===== config.mk =====
export PLATFORM = sky130hd
export DESIGN_NAME = servo_status_frame_parser_top
export DESIGN_NICKNAME = d
export VERILOG_FILES = /design/src/design/sspf_pkg.sv /design/src/design/servo_status_frame_parser_top.sv
export SDC_FILE = /design/constraint.sdc
export NUM_CORES = 1
export LEC_CHECK = 0
export BUFFER_PORTS_ARGS = -buffer_cell sky130_fd_sc_hd__buf_2
export CORE_UTILIZATION = 62
export DETAILED_ROUTE_END_ITERATION = 12
export GPL_ROUTABILITY_DRIVEN = 0
export GPL_TIMING_DRIVEN = 0
export PLACE_DENSITY = 0.92
export SETUP_SLACK_MARGIN = 0.2
export SLEW_MARGIN = 40
export SYNTH_ARGS = -nofsm -noshare
export SYNTH_HDL_FRONTEND = slang
export SYNTH_SLANG_ARGS = --single-unit

===== constraint.sdc =====
create_clock -name clk -period 6.1 [get_ports clk]
set_input_delay 1.22 -clock clk [delete_from_list [all_inputs] [get_ports clk]]
set_output_delay 1.22 -clock clk [all_outputs]
set_load 0.1 [all_outputs]

===== src/design/sspf_pkg.sv =====
// Package with the frame constants and status codes of the servo status frame parser.
`timescale 1ns / 1ps
package sspf_pkg;

	localparam int POS_W       = 5;
	localparam int WORD_W      = 16;
	localparam int WORD_COUNT  = 6;
	localparam int FRAME_BYTES = 23;
	localparam int POS_SAT     = 24;
	localparam int FIRST_WORD  = 6;
	localparam int WORD_STRIDE = 3;

	localparam logic [7:0] SYNC_BYTE = 8'h55;
	localparam logic [7:0] LEN_BYTE  = 8'h15;
	localparam logic [7:0] CMD_BYTE  = 8'h15;

	typedef enum logic [2:0] {
		ST_OK      = 3'd0,
		ST_BAD_CMD = 3'd1,
		ST_BAD_LEN = 3'd2,
		ST_BAD_HDR = 3'd3,
		ST_BAD_SIZE = 3'd4
	} status_t;

endpackage


===== src/design/servo_status_frame_parser_top.sv =====
// Servo status frame parser: byte counter, header checks, word capture and result register.
`timescale 1ns / 1ps
// The parser takes one reply byte per cycle on the input channel while in_ready is high,
// and gives one result per frame through the result register, in the cycle after the
// byte marked end_of_frame is taken. in_ready drops only while a finished result sits
// in the result register and out_ready is low, and a result that is taken in the same
// cycle frees the register for the next one. A frame that is not exactly 23 bytes long
// reports a wrong size, and any error status zeroes the gripper and joint codes.
module servo_status_frame_parser_top
	import sspf_pkg::*;
(
	input  logic                clk,
	input  logic                arst_n,
	input  logic                in_valid,
	output logic                in_ready,
	input  logic [7:0]          data_byte,
	input  logic                end_of_frame,
	output logic                out_valid,
	input  logic                out_ready,
	output logic [2:0]          status,
	output logic [WORD_W-1:0]   gripper_code,
	output logic [WORD_W-1:0]   joint_1,
	output logic [WORD_W-1:0]   joint_2,
	output logic [WORD_W-1:0]   joint_3,
	output logic [WORD_W-1:0]   joint_4,
	output logic [WORD_W-1:0]   joint_5
);

	logic [POS_W-1:0]  pos_q;
	logic              hdr_bad_q;
	logic              len_bad_q;
	logic              cmd_bad_q;
	logic [WORD_W-1:0] words_q [WORD_COUNT];

	logic [POS_W-1:0]  count_n;
	logic              hdr_bad_n;
	logic              len_bad_n;
	logic              cmd_bad_n;
	logic [WORD_W-1:0] words_n [WORD_COUNT];
	status_t           status_n;

	logic              out_valid_q;
	status_t           status_q;
	logic [WORD_W-1:0] result_q [WORD_COUNT];

	logic              accept;

	assign in_ready = !out_valid_q || out_ready;
	assign accept   = in_valid && in_ready;

	always_comb begin
		hdr_bad_n = hdr_bad_q ||
			((pos_q == POS_W'(0) || pos_q == POS_W'(1)) && data_byte != SYNC_BYTE);
		len_bad_n = len_bad_q || (pos_q == POS_W'(2) && data_byte != LEN_BYTE);
		cmd_bad_n = cmd_bad_q || (pos_q == POS_W'(3) && data_byte != CMD_BYTE);
		count_n   = (pos_q < POS_W'(POS_SAT)) ? pos_q + POS_W'(1) : POS_W'(POS_SAT);
	end

	// Word k takes its low byte at offset 6+3k and its high byte one offset later.
	for (genvar k = 0; k < WORD_COUNT; k++) begin : g_word
		localparam logic [POS_W-1:0] LO_POS = POS_W'(FIRST_WORD + WORD_STRIDE * k);
		always_comb begin
			words_n[k] = words_q[k];
			if (pos_q == LO_POS) begin
				words_n[k][7:0] = data_byte;
			end else if (pos_q == LO_POS + POS_W'(1)) begin
				words_n[k][15:8] = data_byte;
			end
		end
	end

	always_comb begin
		if (count_n != POS_W'(FRAME_BYTES)) begin
			status_n = ST_BAD_SIZE;
		end else if (hdr_bad_n) begin
			status_n = ST_BAD_HDR;
		end else if (len_bad_n) begin
			status_n = ST_BAD_LEN;
		end else if (cmd_bad_n) begin
			status_n = ST_BAD_CMD;
		end else begin
			status_n = ST_OK;
		end
	end

	always_ff @(posedge clk or negedge arst_n) begin
		if (!arst_n) begin
			pos_q     <= '0;
			hdr_bad_q <= 1'b0;
			len_bad_q <= 1'b0;
			cmd_bad_q <= 1'b0;
		end else if (accept) begin
			if (end_of_frame) begin
				pos_q     <= '0;
				hdr_bad_q <= 1'b0;
				len_bad_q <= 1'b0;
				cmd_bad_q <= 1'b0;
			end else begin
				pos_q     <= count_n;
				hdr_bad_q <= hdr_bad_n;
				len_bad_q <= len_bad_n;
				cmd_bad_q <= cmd_bad_n;
			end
		end
	end

	// An ok status needs all 23 bytes of this frame, so every word is rewritten first.
	always_ff @(posedge clk) begin
		if (accept) begin
			for (int i = 0; i < WORD_COUNT; i++) begin
				words_q[i] <= words_n[i];
			end
		end
	end

	always_ff @(posedge clk or negedge arst_n) begin
		if (!arst_n) begin
			out_valid_q <= 1'b0;
		end else if (accept && end_of_frame) begin
			out_valid_q <= 1'b1;
		end else if (out_ready) begin
			out_valid_q <= 1'b0;
		end
	end

	always_ff @(posedge clk) begin
		if (accept && end_of_frame) begin
			status_q <= status_n;
			for (int i = 0; i < WORD_COUNT; i++) begin
				result_q[i] <= (status_n == ST_OK) ? words_n[i] : '0;
			end
		end
	end

	assign out_valid    = out_valid_q;
	assign status       = status_q;
	assign gripper_code = result_q[0];
	assign joint_1      = result_q[1];
	assign joint_2      = result_q[2];
	assign joint_3      = result_q[3];
	assign joint_4      = result_q[4];
	assign joint_5      = result_q[5];

endmodule


==> results.sh <==
export IMPL_antenna_cells=0
export IMPL_finalMaxSlewViolations=0
export IMPL_mostFrequentLayoutCells="edfxtp_1, buf_2, nor4b_1, mux2_2, clkbuf_1"
export IMPL_wire_per_inst_um=23.3
export IMPL_row_count=43
export IMPL_postCtsSetupBuffers=0
export IMPL_tightest_slew_ns=0.924
export IMPL_antenna_found_initial=0
export IMPL_vias=5528
export IMPL_rsz0062_at_grt="false"
export IMPL_gr_total_overflow=0
export IMPL_root_buffer="clkbuf_16"
export IMPL_cts_hold_buf=0
export IMPL_wl_um=19700
export IMPL_synth_ff_type="edfxtp_1"
export IMPL_setup_viol=0
export IMPL_p_leak_nw=3.53
export IMPL_netlist_area_um2=8750
export IMPL_end_kind="flip-flop"
export IMPL_drtAntennaViolNets=0
export IMPL_drv_cap=0
export IMPL_fp_dieH_um=121
export IMPL_pwr_density_cell_nw_per_um2=324
export IMPL_slew_headroom_pct=38.4
export IMPL_final_hold_viol_count=0
export IMPL_synth_fp_nets=535
export IMPL_status="complete, no violations"
export IMPL_die_area_um2=14600
export IMPL_clk_insertion_delay_late_ns=0.50
export IMPL_grt_pass1_wl_um=30200
export IMPL_dp_cells=812
export IMPL_io_pins=114
export IMPL_syn_avg_cell_area_um2=16.9
export IMPL_drt_iter0_drc=883
export IMPL_clock_sinks=204
export IMPL_clockBufferDepth=3
export IMPL_drcViolationCount=0
export IMPL_design_core_area_um2=13800
export IMPL_max_freq_mhz=302
export IMPL_ys_ff_latch=204
export IMPL_post_cts_resized=0
export IMPL_first_pass_iters=7
export IMPL_synth_seq_area_share_pct=69.5
export IMPL_tns_ns=0
export IMPL_cts_tree="built"
export IMPL_htree_levels=1
export IMPL_numCtsBuffers=19
export IMPL_criticalPathCategory="reg -> reg"
export IMPL_worstPathMaxFanout=10
export IMPL_hold_class="reg -> reg"
export IMPL_startpoint_type="flip-flop"
export IMPL_synthCells=517
export IMPL_stdcell_count=846
export IMPL_fin_crit_sh_pct=54.2
export IMPL_cp_arrival_ns=3.53
export IMPL_postLayoutCoreUtil_pct=73.7
export IMPL_synth_edf_count=195
export IMPL_fin_nets=671
export IMPL_synth_distinct_cells=43
export IMPL_finClkSkew_ns=0.0109
export IMPL_drive_gt1_share_pct=40.8
export IMPL_fp_dieW_um=121
export IMPL_grtUsageTotal_pct=27.7
export IMPL_clk_pin_slew_ns=0.06
export IMPL_vdd_drop_max_mv=0.196
export IMPL_initial_core_util_pct=63.3
export IMPL_layout_min_cycle_time_ns=3.31
export IMPL_cp_data_required_time_ns=6.32
export IMPL_async_flop_share_pct=4.41
export IMPL_routed_via_density=6.53
export IMPL_ys_warnings_count=0
export IMPL_grt_max_degree=67
export IMPL_final_common_cell="edfxtp_1"
export IMPL_hpwl_um=11900
export IMPL_grt_pass1_vias=5458
export IMPL_portBuffers=113
export IMPL_area_delta_synth_final_pct=16.5
-- final cells by class --
| type | count | area, um2 |
|---|---|---|
| fillers | 756 | 3640 |
| clock buffers | 21 | 483 |
| repair buffers | 115 | 621 |
| well taps | 180 | 225 |
| plain buffers | 46 | 220 |
| multi-input cells | 258 | 2410 |
| flip-flops and latches | 204 | 6080 |
| clock inverters | 13 | 101 |
| inverters | 9 | 43.8 |
-- Yosys cell counts, types with 2 or more instances --
cell type / count / share of area (%)
nand3_1: 3 / 0.17
inv_1: 9 / 0.39
nand2b_1: 5 / 0.36
mux2_2: 95 / 12
buf_4: 3 / 0.26
o21ai_0: 6 / 0.34
ha_1: 5 / 0.72
dfrtp_1: 9 / 2.6
nor2_1: 2 / 0.086
buf_6: 2 / 0.26
a21oi_1: 4 / 0.23
nand4_1: 2 / 0.14
a211oi_1: 2 / 0.17
clkbuf_1: 24 / 1.0
and3_1: 2 / 0.14
nor3_2: 4 / 0.46
edfxtp_1: 195 / 67
buf_2: 16 / 0.92
nand2_1: 10 / 0.43
nor4b_1: 96 / 9.6
-- metal layers --
metal,track usage [%],routed length [um],vias up
li1,-,-,2342
met1,36.9,7380,2756
met2,45.0,9750,368
met3,3.63,1740,62
met4,14.4,807,0
met5,0,0,-
-- report_power, final --
group	internal (mW)	total, mW	switching [mW]
sequential	1.62	1.64	0.0248
clock	0.620	1.13	0.506
combinational	0.124	0.533	0.409
-- state kept, by name, summed over array words and instances (netlist names) --
name	flops
out_valid	1
status	3
len_bad_q	1
cmd_bad_q	1
pos_q	5
words_q	96
hdr_bad_q	1
result_q	96
-- per-stage QoR --
step | setup WS (ns) | hold slack (ns) | total power, mW | instance area, um2
final | 2.79 | 0.552 | 3.30 | 10200
after global routing | 2.66 | 0.574 | 3.38 | 10200
after CTS | 2.91 | 0.553 | 3.29 | 10200
after detailed placement | 2.64 | 0.534 | 2.19 | 9600
after global placement | 1.25 | 0.519 | 2.16 | 9540
after floorplan | 1.27 | 0.510 | 2.07 | 8750
-- critical path, cell delays in order, from the launching register on --
cell	delay (ns)
dfrtp_1	0.46
ha_1	0.33
and3_1	0.23
ha_1	0.31
a211oi_1	0.24
nand4_1	0.47
clkbuf_1	0.39
nor4b_1	0.61
-- kinds of logic (layout without fill, tap and decap cells) --
| group | count (synthesis) | after routing | share of synthesized area, % |
|---|---|---|---|
| buffers and inverters | 55 | 204 | 2.90 |
| adders and majority gates | 5 | 5 | 0.715 |
| and+or+nand+nor | 136 | 136 | 12.7 |
| xor gates and xnor gates | 1 | 1 | 0.100 |
| DFF | 204 | 204 | 69.5 |
| AOI/OAI and AO/OA | 20 | 20 | 1.73 |
| muxes | 96 | 96 | 12.3 |
-- worst paths after layout --
check / start / end / slack, ns / depth (start not counted)
min in group asynchronous: arst_n / pos_q[1]$_DFFE_PN0P_ / 0.58 / 1
max reg2reg: pos_q[0]$_DFFE_PN0P_ / result_q[1][4]$_SDFFCE_PP0P_ / 2.79 / 7
max in group asynchronous: arst_n / pos_q[0]$_DFFE_PN0P_ / 5.32 / 1
max: pos_q[0]$_DFFE_PN0P_ / result_q[1][4]$_SDFFCE_PP0P_ / 2.79 / 7
min: cmd_bad_q$_DFFE_PN0P_ / cmd_bad_q$_DFFE_PN0P_ / 0.55 / 1
min reg2reg: cmd_bad_q$_DFFE_PN0P_ / cmd_bad_q$_DFFE_PN0P_ / 0.55 / 1
No activity file was read; power rests on OpenSTA's default activity.
